[src/rtl/core/sdsse_pkg.sv]
// Package for the signed decimal seven-segment encoder: widths, segment codes, helpers.
package sdsse_pkg;

  localparam int VALUE_W        = 32;
  localparam int SEG_W          = 7;
  localparam int CFG_W          = 3;
  // Display digits carried in one output beat; fixed by the tdata layout.
  localparam int DISP_DIGITS    = 4;
  localparam int DEFAULT_DIGITS = 4;
  // Largest magnitude ever shown is 9999.
  localparam int MAG_W          = 14;
  localparam int DIG_W          = 4;
  localparam int S_TDATA_W      = 32;
  localparam int M_TDATA_W      = 32;

  localparam logic [CFG_W-1:0] CFG_RESET = 3'd4;

  localparam logic [SEG_W-1:0] SEG_BLANK = 7'h00;
  localparam logic [SEG_W-1:0] SEG_DASH  = 7'h40;

  typedef logic [SEG_W-1:0] seg_t;
  typedef logic [DIG_W-1:0] dig_t;

  function automatic seg_t seg_of_digit(input dig_t d);
    seg_t s;
    unique case (d)
      4'd0:    s = 7'h3F;
      4'd1:    s = 7'h06;
      4'd2:    s = 7'h5B;
      4'd3:    s = 7'h4F;
      4'd4:    s = 7'h66;
      4'd5:    s = 7'h6D;
      4'd6:    s = 7'h7D;
      4'd7:    s = 7'h07;
      4'd8:    s = 7'h7F;
      4'd9:    s = 7'h6F;
      default: s = SEG_BLANK;
    endcase
    return s;
  endfunction

  function automatic int pow10(input int k);
    int p;
    p = 1;
    for (int i = 0; i < k; i++) p = p * 10;
    return p;
  endfunction

  // Largest value shown on n digits: 10^n - 1.
  function automatic logic signed [VALUE_W-1:0] upper_bound(input logic [CFG_W-1:0] n);
    logic signed [VALUE_W-1:0] b;
    unique case (n)
      3'd1:    b = 32'sd9;
      3'd2:    b = 32'sd99;
      3'd3:    b = 32'sd999;
      default: b = 32'sd9999;
    endcase
    return b;
  endfunction

  // Smallest value shown on n digits: -(10^(n-1) - 1); one digit goes to the sign.
  function automatic logic signed [VALUE_W-1:0] lower_bound(input logic [CFG_W-1:0] n);
    logic signed [VALUE_W-1:0] b;
    unique case (n)
      3'd1:    b = 32'sd0;
      3'd2:    b = -32'sd9;
      3'd3:    b = -32'sd99;
      default: b = -32'sd999;
    endcase
    return b;
  endfunction

endpackage

[src/rtl/core/signed_decimal_seven_segment_encoder.sv]
// Signed decimal seven-segment encoder: one signed value in, one set of digit codes out.
//
//  channel  | dir | signals                                   | payload
//  ---------+-----+-------------------------------------------+-------------------------------
//  s_axis   | in  | s_axis_tvalid/tready/tdata                | value[31:0]
//  m_axis   | out | m_axis_tvalid/tready/tdata/tuser          | seg_digit0..3, out_of_range
//  cfg      | in  | cfg_we_i, cfg_wdata_i                     | digits_in_use[2:0]
//
//  One beat per cycle sustained while m_axis_tready holds; an accepted value passes the input
//  register, then the digit split and range check into the result register, which drives output valid.
//  The decimal split is three combinational compare-and-subtract levels.
//  Reset clears both stage valids and sets digits_in_use to 4.
//  Output stall backs up through the two stages; s_axis_tready follows m_axis_tready
//  combinationally once both stages are full.
module signed_decimal_seven_segment_encoder #(
  parameter int MAX_DIGITS = sdsse_pkg::DEFAULT_DIGITS
) (
  input  logic                             clk_i,
  input  logic                             rst_ni,
  input  logic                             cfg_we_i,
  input  logic [sdsse_pkg::CFG_W-1:0]      cfg_wdata_i,
  input  logic                             s_axis_tvalid,
  output logic                             s_axis_tready,
  // [31:0] value
  input  logic [sdsse_pkg::S_TDATA_W-1:0]  s_axis_tdata,
  output logic                             m_axis_tvalid,
  input  logic                             m_axis_tready,
  // [6:0] seg_digit0, [13:7] seg_digit1, [20:14] seg_digit2, [27:21] seg_digit3, [31:28] 0
  output logic [sdsse_pkg::M_TDATA_W-1:0]  m_axis_tdata,
  // [0] out_of_range
  output logic                             m_axis_tuser
);

  localparam int SEG_W = sdsse_pkg::SEG_W;
  localparam int MAG_W = sdsse_pkg::MAG_W;

  logic [sdsse_pkg::CFG_W-1:0]     digits_q;
  logic                            in_valid_q;
  logic [sdsse_pkg::VALUE_W-1:0]   value_q;
  logic                            out_valid_q;
  sdsse_pkg::seg_t                 seg_q [MAX_DIGITS];
  sdsse_pkg::seg_t                 seg_d [MAX_DIGITS];
  logic                            oor_q;
  logic                            oor_d;

  logic                            out_load;
  logic                            in_load;
  logic [sdsse_pkg::CFG_W-1:0]     n_eff;
  logic                            neg;
  logic [MAG_W-1:0]                mag;
  sdsse_pkg::dig_t                 dec [sdsse_pkg::DISP_DIGITS];

  // ---------------------------------------------------------------- handshake
  assign out_load      = !out_valid_q || m_axis_tready;
  assign s_axis_tready = !in_valid_q || out_load;
  assign in_load       = s_axis_tvalid && s_axis_tready;
  assign m_axis_tvalid = out_valid_q;

  always_ff @(posedge clk_i or negedge rst_ni) begin
    if (!rst_ni) begin
      digits_q <= sdsse_pkg::CFG_RESET;
    end else if (cfg_we_i) begin
      digits_q <= cfg_wdata_i;
    end
  end

  always_ff @(posedge clk_i or negedge rst_ni) begin
    if (!rst_ni) begin
      in_valid_q  <= 1'b0;
      out_valid_q <= 1'b0;
    end else begin
      if (s_axis_tready) begin
        in_valid_q <= s_axis_tvalid;
      end
      if (out_load) begin
        out_valid_q <= in_valid_q;
      end
    end
  end

  always_ff @(posedge clk_i) begin
    if (in_load) begin
      value_q <= s_axis_tdata[sdsse_pkg::VALUE_W-1:0];
    end
  end

  always_ff @(posedge clk_i) begin
    if (out_load && in_valid_q) begin
      seg_q <= seg_d;
      oor_q <= oor_d;
    end
  end

  // ---------------------------------------------------------------- encode
  always_comb begin
    if (digits_q == '0) begin
      n_eff = 3'd1;
    end else if (digits_q > 3'(MAX_DIGITS)) begin
      n_eff = 3'(MAX_DIGITS);
    end else begin
      n_eff = digits_q;
    end
  end

  always_comb begin
    logic [sdsse_pkg::VALUE_W-1:0] negv;
    negv  = '0 - value_q;
    neg   = value_q[sdsse_pkg::VALUE_W-1];
    oor_d = ($signed(value_q) > sdsse_pkg::upper_bound(n_eff)) ||
            ($signed(value_q) < sdsse_pkg::lower_bound(n_eff));
    // only meaningful when in range, so the low bits suffice
    mag   = neg ? negv[MAG_W-1:0] : value_q[MAG_W-1:0];
  end

  // Decimal split: per decade, pick the largest multiple not above the remainder.
  always_comb begin
    logic [MAG_W-1:0] rem;
    logic [MAG_W-1:0] sub;
    sdsse_pkg::dig_t  d;
    rem = mag;
    for (int k = sdsse_pkg::DISP_DIGITS - 1; k >= 1; k--) begin
      d   = '0;
      sub = '0;
      for (int j = 1; j <= 9; j++) begin
        if (rem >= MAG_W'(j * sdsse_pkg::pow10(k))) begin
          d   = 4'(j);
          sub = MAG_W'(j * sdsse_pkg::pow10(k));
        end
      end
      rem    = rem - sub;
      dec[k] = d;
    end
    dec[0] = rem[sdsse_pkg::DIG_W-1:0];
  end

  always_comb begin
    logic                        numeric;
    logic                        zero_run;
    logic [sdsse_pkg::CFG_W-1:0] idx;
    sdsse_pkg::dig_t             val;
    zero_run = 1'b1;
    for (int i = 0; i < MAX_DIGITS; i++) begin
      numeric  = !(neg && (i == 0));
      idx      = n_eff - 3'd1 - 3'(i);
      val      = dec[idx[1:0]];
      zero_run = zero_run && (!numeric || (val == '0));
      if (3'(i) >= n_eff) begin
        seg_d[i] = sdsse_pkg::SEG_BLANK;
      end else if (oor_d || !numeric) begin
        seg_d[i] = sdsse_pkg::SEG_DASH;
      end else if (zero_run && ((3'(i) + 3'd1) < n_eff)) begin
        // leading zero, never the last digit in use
        seg_d[i] = sdsse_pkg::SEG_BLANK;
      end else begin
        seg_d[i] = sdsse_pkg::seg_of_digit(val);
      end
    end
  end

  // ---------------------------------------------------------------- output pack
  always_comb begin
    m_axis_tdata = '0;
    for (int f = 0; f < MAX_DIGITS; f++) begin
      m_axis_tdata[f*SEG_W +: SEG_W] = seg_q[f];
    end
  end

  assign m_axis_tuser = oor_q;

  // ---------------------------------------------------------------- assertions
  a_oor_dash_first: assert property (@(posedge clk_i) disable iff (!rst_ni)
    (out_valid_q && oor_q) |-> (seg_q[0] == sdsse_pkg::SEG_DASH))
    else $error("out-of-range beat without dash in leftmost digit");

  a_stall_full: assert property (@(posedge clk_i) disable iff (!rst_ni)
    !s_axis_tready |-> (in_valid_q && out_valid_q && !m_axis_tready))
    else $error("input stalled while pipeline has room");

  a_advance: assert property (@(posedge clk_i) disable iff (!rst_ni)
    (in_valid_q && out_load) |=> out_valid_q)
    else $error("beat lost between input and result register");

endmodule

[config.mk]
export PLATFORM = sky130hd
export DESIGN_NAME = signed_decimal_seven_segment_encoder
export DESIGN_NICKNAME = d
export VERILOG_FILES = /design/src/rtl/core/sdsse_pkg.sv /design/src/rtl/core/signed_decimal_seven_segment_encoder.sv
export SDC_FILE = /design/constraint.sdc
export NUM_CORES = 1
export LEC_CHECK = 0
export BUFFER_PORTS_ARGS = -buffer_cell sky130_fd_sc_hd__buf_2
export CORE_MARGIN = 2
export CORE_UTILIZATION = 30
export CTS_BUF_LIST = sky130_fd_sc_hd__clkbuf_2 sky130_fd_sc_hd__clkbuf_4 sky130_fd_sc_hd__clkbuf_8
export CTS_CLUSTER_DIAMETER = 200
export DETAILED_ROUTE_END_ITERATION = 16
export PLACE_DENSITY = 0.43
export SLEW_MARGIN = 20
export SYNTH_ARGS = -nofsm -noshare
export SYNTH_HDL_FRONTEND = slang
export SYNTH_SLANG_ARGS = --single-unit
[constraint.sdc]
create_clock -name clk_i -period 12.8 [get_ports clk_i]
set_input_delay 1.92 -clock clk_i [delete_from_list [all_inputs] [get_ports clk_i]]
set_output_delay 1.92 -clock clk_i [all_outputs]
set_load 0.05 [all_outputs]
# Yosys cells after proc, flatten, opt, wreduce, memory -nomap -nowiden
# Memories as Yosys holds them, arrays and structs flattened.
# Cells that the tools add are included.
# classes
add_sub_neg	8
magnitude_cmp	42
eq_ne	3
n_mux	79
bitwise	4
reduce_logical	25
# ops
op	count
two-way mux 14 bit	17
two-way mux 4 bit	41
one-hot mux 32 bit (3 select lines)	1
>= comparator 14 x 10 -> 1 bit, second input constant	5
two-way mux 7 bit	9
>= comparator 14 x 13 -> 1 bit, second input constant	4
>= comparator 14 x 7 -> 1 bit, second input constant	4
>= comparator 14 x 6 -> 1 bit, second input constant	3
>= comparator 14 x 9 -> 1 bit, second input constant	3
one-hot mux 14 bit (3 select lines)	1
binary-select mux 4 bit (select 2 bit)	4
> comparator 32 x 15 -> 1 bit	1
< comparator 32 bit	1
>= comparator 14 x 12 -> 1 bit, second input constant	2
>= comparator 14 x 5 -> 1 bit, second input constant	2
subtractor 14 bit	2
logical NOT 4 bit	4
>= comparator 14 x 11 -> 1 bit, second input constant	1
>= comparator 14 bit, second input constant	1
>= comparator 14 x 4 -> 1 bit, second input constant	1
>= comparator 14 x 8 -> 1 bit, second input constant	1
subtractor 1 x 14 -> 14 bit, first input constant	1
>= comparator 3 bit, second input constant	4
inverter 2 -> 3 bit	4
19 further kinds	44
# totals
regBits	66
mem_bits_ro	448
output_inout_bits	35
word_cells	178
memories	4
# mem_list
name	depth	word_bits	read_ports	rd_ports_with_merged_regs	write_ports	line_no	text
(no name shown)	16	7	1	0	0	sdsse_pkg.sv:26	unique case (d)
(no name shown)	16	7	1	0	0	sdsse_pkg.sv:26	
(no name shown)	16	7	1	0	0	sdsse_pkg.sv:26	
(no name shown)	16	7	1	0	0	sdsse_pkg.sv:26	

# Depth between registers and ports, before layout
# Gate-level depths: netlist of run 1.
# logic_depth
word_depth	46
ltp_mapped	46

# Worst setup path before layout of run 1
# OpenSTA, ideal clock, no wires.
# synth_path
path_type	register to register
from	register value_q[0] in the netlist's numbering
to	register seg_q (netlist bit m_axis_tdata[10]), data pin
arrival_ps	10432
slack_ps	2093
path_stages_with_launch	43
synth_period_minus_slack_ps	10707
path_cell_list	edfxtp_1 -> clkbuf_1 -> inv_1 -> ha_1 -> or4b_4 -> o41ai_4 -> xor2_2 -> nand2_1 -> a311oi_1 -> a311o_1 -> o21ai_0 -> ha_1 -> fa_1 -> nor2b_1 -> o2111ai_1 -> a21bo_2 -> a211oi_1 -> nor3_1 -> [7 not listed] -> a211o_1 -> a21o_1 -> a21oi_1 -> nor2_1 -> nor4b_1 -> o311ai_1 -> clkbuf_1 -> or3_4 -> ha_1 -> fa_1 -> xnor2_1 -> nand2_1 -> o32a_1 -> o31a_1 -> o2bb2ai_2 -> o31a_1 -> o311ai_2 -> a21oi_1
# synth_between
elab_chain_cells	43
word_cells_on_any_way	102
# synth_rtl
element	line_no	text
start, declared	signed_decimal_seven_segment_encoder.sv:39	logic [sdsse_pkg::VALUE_W-1:0] value_q;
start signal, assigned	signed_decimal_seven_segment_encoder.sv:83	value_q <= s_axis_tdata[sdsse_pkg::VALUE_W-1:0];
branches (longest 43 deep; another with subtractor 1 x 14 -> 14 bit)	-	
end signal, assigned	signed_decimal_seven_segment_encoder.sv:89	seg_q <= seg_d;
end, declared	signed_decimal_seven_segment_encoder.sv:41	sdsse_pkg::seg_t seg_q [MAX_DIGITS];
# Parallel ways; which one is timed is not known. The select of a mux whose other input is x is not followed.
# A chain may end at the register's enable or synchronous reset.

# Worst setup path after layout of run 1
# layout_path
from	register value_q[4] in the netlist's numbering
to	register seg_q (netlist bit m_axis_tdata[9]), data pin
# The elaborated chain is that of the path after synthesis.

==> results of run 1 <==
==> placed cells by master (no fill, tap or decap), types with 16 or more instances in the layout <==
cell	count
a211oi_1	16
a21o_1	17
a21oi_1	57
buf_2	70
buf_4	16
edfxtp_1	61
ha_1	87
inv_1	48
nand2_1	61
nand2b_1	18
nand3_1	16
nor2_1	56
nor3_1	30
o21a_1	19
o21ai_0	43
or3_1	17
==> sequential cells by signal, indices dropped and copies added, names as in the netlist <==
register	cells
m_axis_tuser	1
m_axis_tvalid	1
value_q	32
m_axis_tdata	28
digits_q	3
in_valid_q	1
==> final timing paths <==
check / to / slack (ns) / cells after the start
setup reg to reg: m_axis_tdata[9] / 0.99 / 36
hold / removal: m_axis_tvalid / 0.49 / 1
min in group asynchronous: in_valid_q / 1.36 / 1
hold reg to reg: m_axis_tvalid / 0.49 / 1
max in group asynchronous: digits_q[2] / 11.22 / 1
setup / recovery: m_axis_tdata[9] / 0.99 / 36
==> timing repair <==
action                                  CTS  global route
hold buffers                              0             0
resized for setup                         0             2
endpoints found under the setup margin    0            13
==> power breakdown <==
| group | switching, µW | internal, µW |
|---|---|---|
| sequential | 14.9 | 260 |
| clock | 92.5 | 109 |
| combinational | 611 | 346 |
| total | 718 | 716 |
==> worst max-delay path, delay by kind of cell (launching register included) <==
kind / cells / cell delay, ns
AND/OR/NAND/NOR: 8 / 2.25
buffers and inverters: 1 / 0.06
multiplexers: 1 / 0.52
AO/OA/AOI/OAI: 18 / 5.27
adder cells (fa/ha/maj): 6 / 1.94
flip-flops: 1 / 0.60
XOR/XNOR: 2 / 0.88
==> synthesized netlist by cell type (5+ instances only) <==
cell,instances,area (µm²)
a211o_1,6,52.6
nor3_1,30,150
buf_2,5,25.0
nor4_1,11,68.8
o31a_1,6,52.6
o21a_1,19,143
o211ai_1,8,60.1
a21oi_1,57,285
ha_1,87,1090
a211oi_1,16,120
inv_1,48,180
edfxtp_1,61,1830
o21ai_0,43,215
mux2i_1,11,110
nand2_1,61,229
nand3_1,16,80.1
o32ai_1,5,43.8
a31oi_1,12,75.1
or2_2,13,81.3
and3_1,6,37.5
nand4_1,8,50.1
nor2_1,56,210
xnor2_1,11,96.3
clkbuf_1,28,105
or3_1,17,106
and2_1,11,68.8
xor2_1,11,96.3
nor2b_1,13,81.3
a21o_1,17,128
nor3b_1,5,37.5
o21ai_1,5,25.0
o31ai_1,10,75.1
nand2b_1,18,113
a221oi_1,5,43.8
==> cell type report <==
class / instances / area, µm² / share of cell area
Clock buffer: 9 / 124 / 0.0144
Clock inverter: 7 / 93.8 / 0.0109
Inverter: 52 / 195 / 0.0226
Multi-Input combinational cell: 724 / 5370 / 0.622
Sequential cell: 66 / 1960 / 0.227
Tap cell: 330 / 413 / 0.0479
Timing Repair Buffer: 86 / 470 / 0.0546
==> logic make-up (layout without fill, tap and decap cells) <==
logic type | count (synthesis) | count (layout)
other cells | 1 | 4
compound gates | 295 | 295
fa+ha+maj | 91 | 91
buf+inv | 92 | 154
simple gates | 296 | 296
mux | 14 | 14
flops | 66 | 66
xor+xnor | 24 | 24
==> metal layers <==
layer | vias up | wire length [µm] | GRT usage
met5 | - | 0 | 0
met4 | 0 | 279 | 0.0399
met3 | 15 | 473 | 0.0174
met2 | 95 | 10700 | 0.291
met1 | 3310 | 11200 | 0.239
li1 | 3494 | - | -
==> metrics by stage <==
stage | power, µW | utilization | hold WS [ns] | instance area, µm²
after detailed placement | 1230 | 0.334 | 0.482 | 8390
after floorplan | 1010 | - | 0.449 | 7680
after global placement | 1240 | 0.334 | 0.478 | 8390
final | 1430 | 0.343 | 0.492 | 8620
after CTS | 1440 | 0.343 | 0.492 | 8610
after global routing | 1550 | 0.343 | 0.524 | 8620
==> results.md, run 1 <==
* Least-Margin Pin Slew at around 0.85 ns
* Synth warnings at 0
* Yosys cell types at 105
* Pin count of the biggest net entering global routing at 33
* Peak VDD IR at around 0.084 mV
* WP data required at approximately 13 ns
* Post-Place Setup Slack at 0.731 ns
* R2r startpoint: value_q[4]
* Slowest cell on crit path: or3_1
* Yosys reg bits at 66
* Clock transition at path regs at ~0.08 ns
* WL per Instance at between 15 and 20 µm
* Maxcap violations at 0
* Avg Synthesized Cell Area at between 8 and 9 µm²
* Setup TNS at 0 ns
* Mux contribution to synthesized area at 0.0188
* Setup Skew at between 0.01 and 0.015 ns
* WL final at between 20 and 25 mm
* Placeable Area at ~0.025 mm²
* Simple-gate share of the synthesized area at 0.211
* Synth Area in Compound Gates at 0.284
* Die height at about 160 µm
* Fmax at 84.7 MHz
* Skew-Pair Late Insertion Delay at 0.37 ns
* Port bufs at 70
* Final setup margin at between 0.9 and 1 ns
* Async set-reset flop share out of synthesis at 0.0758
* Total setup buffers inserted after CTS at 0
* CP max stage delay at around 0.68 ns
* Final hold vios at 0
* Leakage at 0.00350 µW
* Post-DP HPWL at 17.7 mm
* Tcrit/Tclk final at 0.923
* Hold Path Origin: in_valid_q
* Largest family of logic cells by synthesized area: compound AO/OA/AOI/OAI gates
* Fin. max-slew vios at 0
* Rel. slew slack at 0.431
* Kind of critical path: register to register
* I/O pins at 75
* Unrepaired setup endpoints after global routing: false
* P&R area growth vs syn at 12.4%
* Vias at between 6,000 and 7,000
* Seq/Total Area, Yosys at 0.255
* Width of the die at around 160 µm
* First-pass GRT wire length at between 30 and 40 mm
* Total congestion overflow at 0
* Antenna violations before repair at 0
* Total CTS buffers at 9
* Placed cells at roughly 1,300
* Sink Count at 66
* Status: finished, final reports clean
* Initial Util at 0.305
* Die area at between 0.02 and 0.03 mm²
* Post-Synth XOR/XNOR Area at 0.0302
* H-tree depth at 3
* Clock tree buffer depth at 2
* Final setup fails at 0
* Synthesized instance count at slightly below 900
* Clock tree root buffer cell: clkbuf_8
* Row cnt at 58
* Layout cells sized above 1 at 0.165
* Fill count at 2,721
* Minimum clock period at 11.81 ns
* Mapped cell area at 0.00767 mm²
* CP max FO at 14
* Gr usage total at 0.173
* Crit path capture type: register
* CP arrival at ~12 ns
* Start point of the critical path: value_q[4]
* Pwr Density at around 170 mW/mm²
* Synth Area in Adders at 0.151
* Post-synth top flop: edfxtp_1
* Drt first-iter violations at 333
* Worst setup SP type: register
* Number of global-route vias before repair at between 6,000 and 7,000
* Post-synth EDFFs at 61
* Pre-antenna DRT Iters at 5
* Vias per cell at 5.43
* Antenna Nets Post-Route at 0
* Worst min-delay path class: register to register
* DRC viols at 0
* Gpl congestion at around 0.86
* CTS tree: yes
* Final std cells w/o fill at between 1,000 and 1,500
* Diodes inserted at 0
* Nets at between 1,000 and 1,500
Power figures use the tool's default switching activity.
==> run 2: changes to the inputs <==
--- a/config.mk
+++ b/config.mk
@@ -11,8 +11,10 @@
 export CTS_BUF_LIST = sky130_fd_sc_hd__clkbuf_2 sky130_fd_sc_hd__clkbuf_4 sky130_fd_sc_hd__clkbuf_8
 export CTS_CLUSTER_DIAMETER = 200
 export DETAILED_ROUTE_END_ITERATION = 16
+export MAX_ROUTING_LAYER = met4
 export PLACE_DENSITY = 0.43
 export SLEW_MARGIN = 20
 export SYNTH_ARGS = -nofsm -noshare
 export SYNTH_HDL_FRONTEND = slang
 export SYNTH_SLANG_ARGS = --single-unit
+export TNS_END_PERCENT = 50
==> run 2 against run 1 <==
Cell count unchanged; clock power about the same; critical path depth unchanged; die area unchanged; clock skew about the same; fmax up 0.12%; sequential share of layout area unchanged; global-route usage up 0.53 points; sequential power about the same; non-clock buffer count unchanged.
==> results.md, run 2 (synthesized netlist as in run 1, its figures left out) <==
* Status: finished, final reports clean (unchanged)
* R2r startpoint: value_q[4] (unchanged)
* WHS Endpoint: m_axis_tvalid (unchanged)
* Clock tree buffer depth at 2 (unchanged)
* CP delay by family, top: compound AO/OA/AOI/OAI gates (unchanged)
* Reg2reg end: m_axis_tdata[9] (unchanged)
* Number of global-route vias before repair at 6,671 (was 6,673)
* Post-CTS sizing at 0 (unchanged)
* Hold Path Origin: in_valid_q (unchanged)
* Crit path capture type: register (unchanged)
* Maxcap violations at 0 (unchanged)
* Pre-antenna DRT Iters at 5 (unchanged)
* H-tree depth at 3 (unchanged)
* CP max FO at 14 (unchanged)
* Worst setup SP type: register (unchanged)
* Port bufs at 70 (unchanged)
* Fill count at 2,721 (unchanged)
* Grt met1 use at 0.241 (was 0.239)
* Final hold vios at 0 (unchanged)
* Drt first-iter violations at 411 (was 333)
* Pwr Density at 167 mW/mm² (was 166 mW/mm²)
* Die area at 0.0269 mm² (unchanged)
* Pin count of the biggest net entering global routing at 33 (unchanged)
* Setup TNS at 0 ns (unchanged)
* WL per Instance at 17.8 µm (about the same)
* Diodes inserted at 0 (unchanged)
* Clock transition at path regs at 0.08 ns (about the same)
* Gr usage total at 0.178 (was 0.173)
* Row cnt at 58 (unchanged)
* Fin area at 0.00862 mm² (unchanged)
* Fmax at 84.8 MHz (was 84.7 MHz)
* Fin. max-slew vios at 0 (unchanged)
* WL final at 22.7 mm (about the same)
* CP arrival at 11.89 ns (was 11.90 ns)
* Width of the die at 164 µm (unchanged)
* Hold depth at 1 (unchanged)
* R2R Setup Slk at 1.00 ns (was 0.99 ns)
* Leakage at 0.00350 µW (unchanged)
* Skew-Pair Late Insertion Delay at 0.37 ns (about the same)
* Slowest cell on crit path: or3_1 (unchanged)
* Total CTS buffers at 9 (unchanged)
* DRC viols at 0 (unchanged)
* Met3 usage at 0.0162 (was 0.0174)
* Kind of critical path: register to register (unchanged)
* Dpl cell area at 0.00839 mm² (unchanged)
* Sink Count at 66 (unchanged)
* Rel. slew slack at 0.429 (was 0.431)
* P&R area growth vs syn at 12.4% (unchanged)
* Most frequent cells in the layout: 87 x ha_1, 70 x buf_2, 61 x nand2_1, 61 x edfxtp_1, 57 x a21oi_1 (unchanged)
* Minimum clock period at 11.80 ns (was 11.81 ns)
* Unrepaired setup endpoints after global routing: false (unchanged)
* Total setup buffers inserted after CTS at 0 (unchanged)
* Initial Util at 0.305 (unchanged)
* Clock tree root buffer cell: clkbuf_8 (unchanged)
* Final setup fails at 0 (unchanged)
* CTS tree: yes (unchanged)
* Worst min-delay path class: register to register (unchanged)
* R2R cell count at 36 (unchanged)
* Setup Skew at 0.0140 ns (was 0.0143 ns)
* Antenna Nets Post-Route at 0 (unchanged)
* Vias per cell at 5.43 (about the same)
* Hold-fix buffers, CTS at 0 (unchanged)
* Top reg by flops: value_q (unchanged)
* Tcrit/Tclk final at 0.922 (was 0.923)
* Met2 usage at 0.290 (was 0.291)
* Placeable Area at 0.0251 mm² (unchanged)
* Least-Margin Pin Slew at 0.849 ns (was 0.846 ns)
* Most common cell after layout, fill and taps aside: ha_1 (unchanged)
* WP buf/inv at 1 (unchanged)
* Post-DP HPWL at 17.7 mm (unchanged)
* WP data required at 12.89 ns (about the same)
* Vias at 6,916 (was 6,914)
* Max FFs per register at 32 (unchanged)
* Layout cells sized above 1 at 0.165 (unchanged)
* I/O pins at 75 (unchanged)
* First-pass GRT wire length at 36.8 mm (about the same)
* Die height at 164 µm (unchanged)
* Antenna violations before repair at 0 (unchanged)
* Nets at 1,069 (unchanged)
* Peak VDD IR at 0.0845 mV (was 0.0841 mV)
* CP max stage delay at 0.67 ns (was 0.68 ns)
* Most Used Layer, Global Route: met2 (unchanged)
* Total congestion overflow at 0 (unchanged)
* Gpl congestion at 0.878 (was 0.864)
run 2: cell counts in the layout (fill, tap and decap cells not counted):
No cell type changed its count.
run 2: through the flow:
stage               hold slack [ns]  worst slack, ns  std cells  total power [µW]   util
finish                        0.489             1.00       1274              1440  0.343
global route                  0.524           0.0574       1274              1550  0.343
CTS                           0.492            0.717       1274              1440  0.343
detailed placement            0.482            0.731       1258              1230  0.334
global placement              0.478             1.10       1258              1240  0.334
floorplan                     0.449             2.09        882              1010      -
run 2: worst max path at each step:
stage | startpoint | to | depth (start not counted)
after floorplan | value_q[0] | m_axis_tdata[10] | 42
after global placement | value_q[1] | m_axis_tdata[7] | 39
after detailed placement | value_q[1] | m_axis_tdata[9] | 39
after CTS | value_q[1] | m_axis_tdata[9] | 39
after global routing | value_q[1] | m_axis_tdata[9] | 39
final | value_q[4] | m_axis_tdata[9] | 36
run 2: per-layer routing:
metal | vias up | wire (µm)
met1 | 3308 | 11100
met4 | 0 | 279
met3 | 16 | 558
met2 | 104 | 10700
met5 | - | 0
li1 | 3488 | -
run 2: cell type report:
class	count	area, µm²	area share
Clock buffer	9	124	0.0144
Inverter	52	195	0.0226
Clock inverter	7	93.8	0.0109
Timing Repair Buffer	86	470	0.0546
Tap cell	330	413	0.0479
Sequential cell	66	1960	0.227
Multi-Input combinational cell	724	5370	0.622
run 2: power by group:
| part | internal, µW | switching, µW | total [µW] |
|---|---|---|---|
| Combinational | 346 | 612 | 958 |
| Clock | 109 | 92.5 | 202 |
| Sequential | 260 | 14.8 | 275 |
| Total | 716 | 719 | 1440 |
run 2: worst register-to-register path: cells and delay by family (launching register included):
family	cells	cell delay, ns
AO/OA/AOI/OAI	18	5.31
XOR/XNOR	2	0.86
adder cells (fa/ha/maj)	6	1.94
buffers and inverters	1	0.06
flip-flops	1	0.59
multiplexers	1	0.52
AND/OR/NAND/NOR	8	2.25
==> run 3: changes to the inputs <==
--- a/config.mk
+++ b/config.mk
@@ -5,6 +5,7 @@
 export SDC_FILE = /design/constraint.sdc
 export NUM_CORES = 1
 export LEC_CHECK = 0
+export ABC_AREA = 1
 export BUFFER_PORTS_ARGS = -buffer_cell sky130_fd_sc_hd__buf_2
 export CORE_MARGIN = 2
 export CORE_UTILIZATION = 30
==> run 3 against run 2 <==
Clock power is 8% higher; cell area is 10% lower; routed wire length is 21% lower; total power is 13% lower; sequential cell count stayed put; largest power group unchanged; setup slack better by 2.1 ns; largest cell class unchanged.
==> results.md, run 3 <==
* Status: finished, final reports clean (unchanged)
* Max FFs per register at 32 (unchanged)
* Diodes inserted at 0 (unchanged)
* Post-synth EDFFs at 61 (unchanged)
* Fmax at 103 MHz (was 84.8 MHz)
* Vias at 6,223 (was 6,916)
* Leakage at 0.00371 µW (was 0.00350 µW)
* Pin count of the biggest net entering global routing at 33 (unchanged)
* WL per Instance at 13.7 µm (was 17.8 µm)
* Post-synth top flop: edfxtp_1 (unchanged)
* CP delay by family, top: simple AND/OR/NAND/NOR gates (was compound AO/OA/AOI/OAI gates)
* Layout Utilization at 0.345 (was 0.343)
* Initial Util at 0.303 (was 0.305)
* Yosys cell types at 60 (was 105)
* Die height at 155 µm (was 164 µm)
* Top reg by flops: value_q (unchanged)
* Gpl congestion at 0.856 (was 0.878)
* Width of the die at 155 µm (was 164 µm)
* Hold-fix buffers, CTS at 0 (unchanged)
* Unrepaired setup endpoints after global routing: false (unchanged)
* Least-Margin Pin Slew at 1.03 ns (was 0.849 ns)
* Maxcap violations at 0 (unchanged)
* CP arrival at 9.81 ns (was 11.89 ns)
* Synth warnings at 0 (unchanged)
* CTS tree: yes (unchanged)
* Avg Synthesized Cell Area at 7.33 µm² (was 8.72 µm²)
* Port bufs at 70 (unchanged)
* Synthesized instance count at 930 (was 879)
* Clock tree buffer depth at 2 (unchanged)
* P&R area growth vs syn at 13.8% (was 12.4%)
* Crit path capture type: register (unchanged)
* Most frequent cell after synthesis: nand2_1 (was ha_1)
* Antenna Nets Post-Route at 0 (unchanged)
* Clock tree root buffer cell: clkbuf_8 (unchanged)
* Peak VDD IR at 0.0752 mV (was 0.0845 mV)
* CP most frequent cell: nand2_1
* Total setup buffers inserted after CTS at 0 (unchanged)
* WP data required at 12.92 ns (was 12.89 ns)
* Most frequent cells in the layout: 234 x nand2_1, 106 x inv_1, 91 x nor2_1 (was 87 x ha_1, 70 x buf_2, 61 x nand2_1, 61 x edfxtp_1, 57 x a21oi_1)
* Nets at 1,138 (was 1,069)
* Gr usage total at 0.158 (was 0.178)
* Antenna violations before repair at 0 (unchanged)
* Clock transition at path regs at 0.08 ns (about the same)
* Minimum clock period at 9.69 ns (was 11.80 ns)
* Fin. max-slew vios at 0 (unchanged)
* Pwr Density at 160 mW/mm² (was 167 mW/mm²)
* Placeable Area at 0.0225 mm² (was 0.0251 mm²)
* Row cnt at 55 (was 58)
* Top post-synthesis cells by area: edfxtp_1 27%, ha_1 16%, nand2_1 13% (was edfxtp_1 24%, ha_1 14%, a21oi_1 3.7%)
* WL final at 17.8 mm (was 22.7 mm)
* Post-DP HPWL at 14.4 mm (was 17.7 mm)
* Tcrit/Tclk final at 0.757 (was 0.922)
* Worst min-delay path class: register to register (unchanged)
* Pre-antenna DRT Iters at 5 (unchanged)
* Post-synth top cells: 234 x nand2_1, 106 x inv_1, 92 x nor2_1 (was 87 x ha_1, 61 x edfxtp_1, 61 x nand2_1)
* Number of global-route vias before repair at 5,913 (was 6,671)
* Async set-reset flop share out of synthesis at 0.0758 (unchanged)
* Mapped cell area at 0.00682 mm² (was 0.00767 mm²)
* Yosys reg bits at 66 (unchanged)
* Slowest cell on crit path: edfxtp_1 (was or3_1)
* Total congestion overflow at 0 (unchanged)
* Sink Count at 66 (unchanged)
* Vias per cell at 4.79 (was 5.43)
* Skew-Pair Late Insertion Delay at 0.37 ns (about the same)
* I/O pins at 75 (unchanged)
* Kind of critical path: register to register (unchanged)
* Most common cell after layout, fill and taps aside: nand2_1 (was ha_1)
* Yosys top cell by area: edfxtp_1 (unchanged)
* CP max stage delay at 0.88 ns (was 0.67 ns)
* CP max FO at 24 (was 14)
* Seq/Total Area, Yosys at 0.287 (was 0.255)
* Rel. slew slack at 0.310 (was 0.429)
* Final setup fails at 0 (unchanged)
* H-tree depth at 3 (unchanged)
* DRC viols at 0 (unchanged)
* Drt first-iter violations at 407 (was 411)
* Share of the synthesized area in the top cell type at 0.269 (was 0.239)
* Post-CTS sizing at 0 (unchanged)
* Total CTS buffers at 9 (unchanged)
* Setup TNS at 0 ns (unchanged)
* WP buf/inv at 9 (was 1)
* Layout cells sized above 1 at 0.166 (was 0.165)
* Worst setup SP type: register (unchanged)
* Final hold vios at 0 (unchanged)
* First-pass GRT wire length at 29.5 mm (was 36.8 mm)
* Die area at 0.0239 mm² (was 0.0269 mm²)
* Setup Skew at 0.0114 ns (was 0.0140 ns)
run 3: logic make-up after synthesis:
logic type / Yosys count / share of synthesized area
simple gates: 457 / 0.302
other cells: 1 / 0.000550
buf+inv: 135 / 0.0773
flops: 66 / 0.287
fa+ha+maj: 90 / 0.169
mux: 1 / 0.00165
compound gates: 168 / 0.146
xor+xnor: 12 / 0.0165
run 3: routing by layer:
metal	routed length, µm	global-route usage
met3	697	0.0244
met4	240	0.0384
met5	0	-
met2	8120	0.253
met1	8770	0.211
run 3: final cells by class:
cell class	count	area [µm²]
flip-flops and latches	66	1960
clock buffers	9	124
repair buffers	74	380
clock inverters	7	118
well taps	285	357
inverters	125	469
fillers	2389	14700
multi-input cells	732	4350
run 3: worst paths after layout:
path	startpoint	end	slack, ns	depth (start not counted)
hold / removal	in_valid_q	m_axis_tvalid	0.51	2
setup / recovery	value_q[31]	m_axis_tdata[15]	3.11	71
hold reg to reg	in_valid_q	m_axis_tvalid	0.51	2
max in group asynchronous	rst_ni	digits_q[2]	11.23	1
min in group asynchronous	rst_ni	in_valid_q	1.36	1
setup reg to reg	value_q[31]	m_axis_tdata[15]	3.11	71
run 3: report_power, final:
group	internal [µW]	switching [µW]
Clock	129	90.0
Sequential	264	13.4
Combinational	237	509
run 3: worst register-to-register path: cells and delay by family, from the launching register on:
kind | cells | cell delay (ns)
flip-flops | 1 | 0.88
adder cells (fa/ha/maj) | 6 | 1.84
buffers and inverters | 9 | 0.71
AO/OA/AOI/OAI | 9 | 1.50
AND/OR/NAND/NOR | 47 | 4.56
run 3: per-stage QoR:
step	hold WS (ns)	instances	setup slack (ns)	total power (µW)	cell area [µm²]
after floorplan	0.447	933	4.56	864	6830
after global placement	0.497	1282	3.14	1040	7510
after detailed placement	0.473	1282	3.20	1030	7510
after CTS	0.513	1298	3.15	1250	7750
after global routing	0.554	1298	1.87	1370	7750
final	0.514	1298	3.11	1240	7750
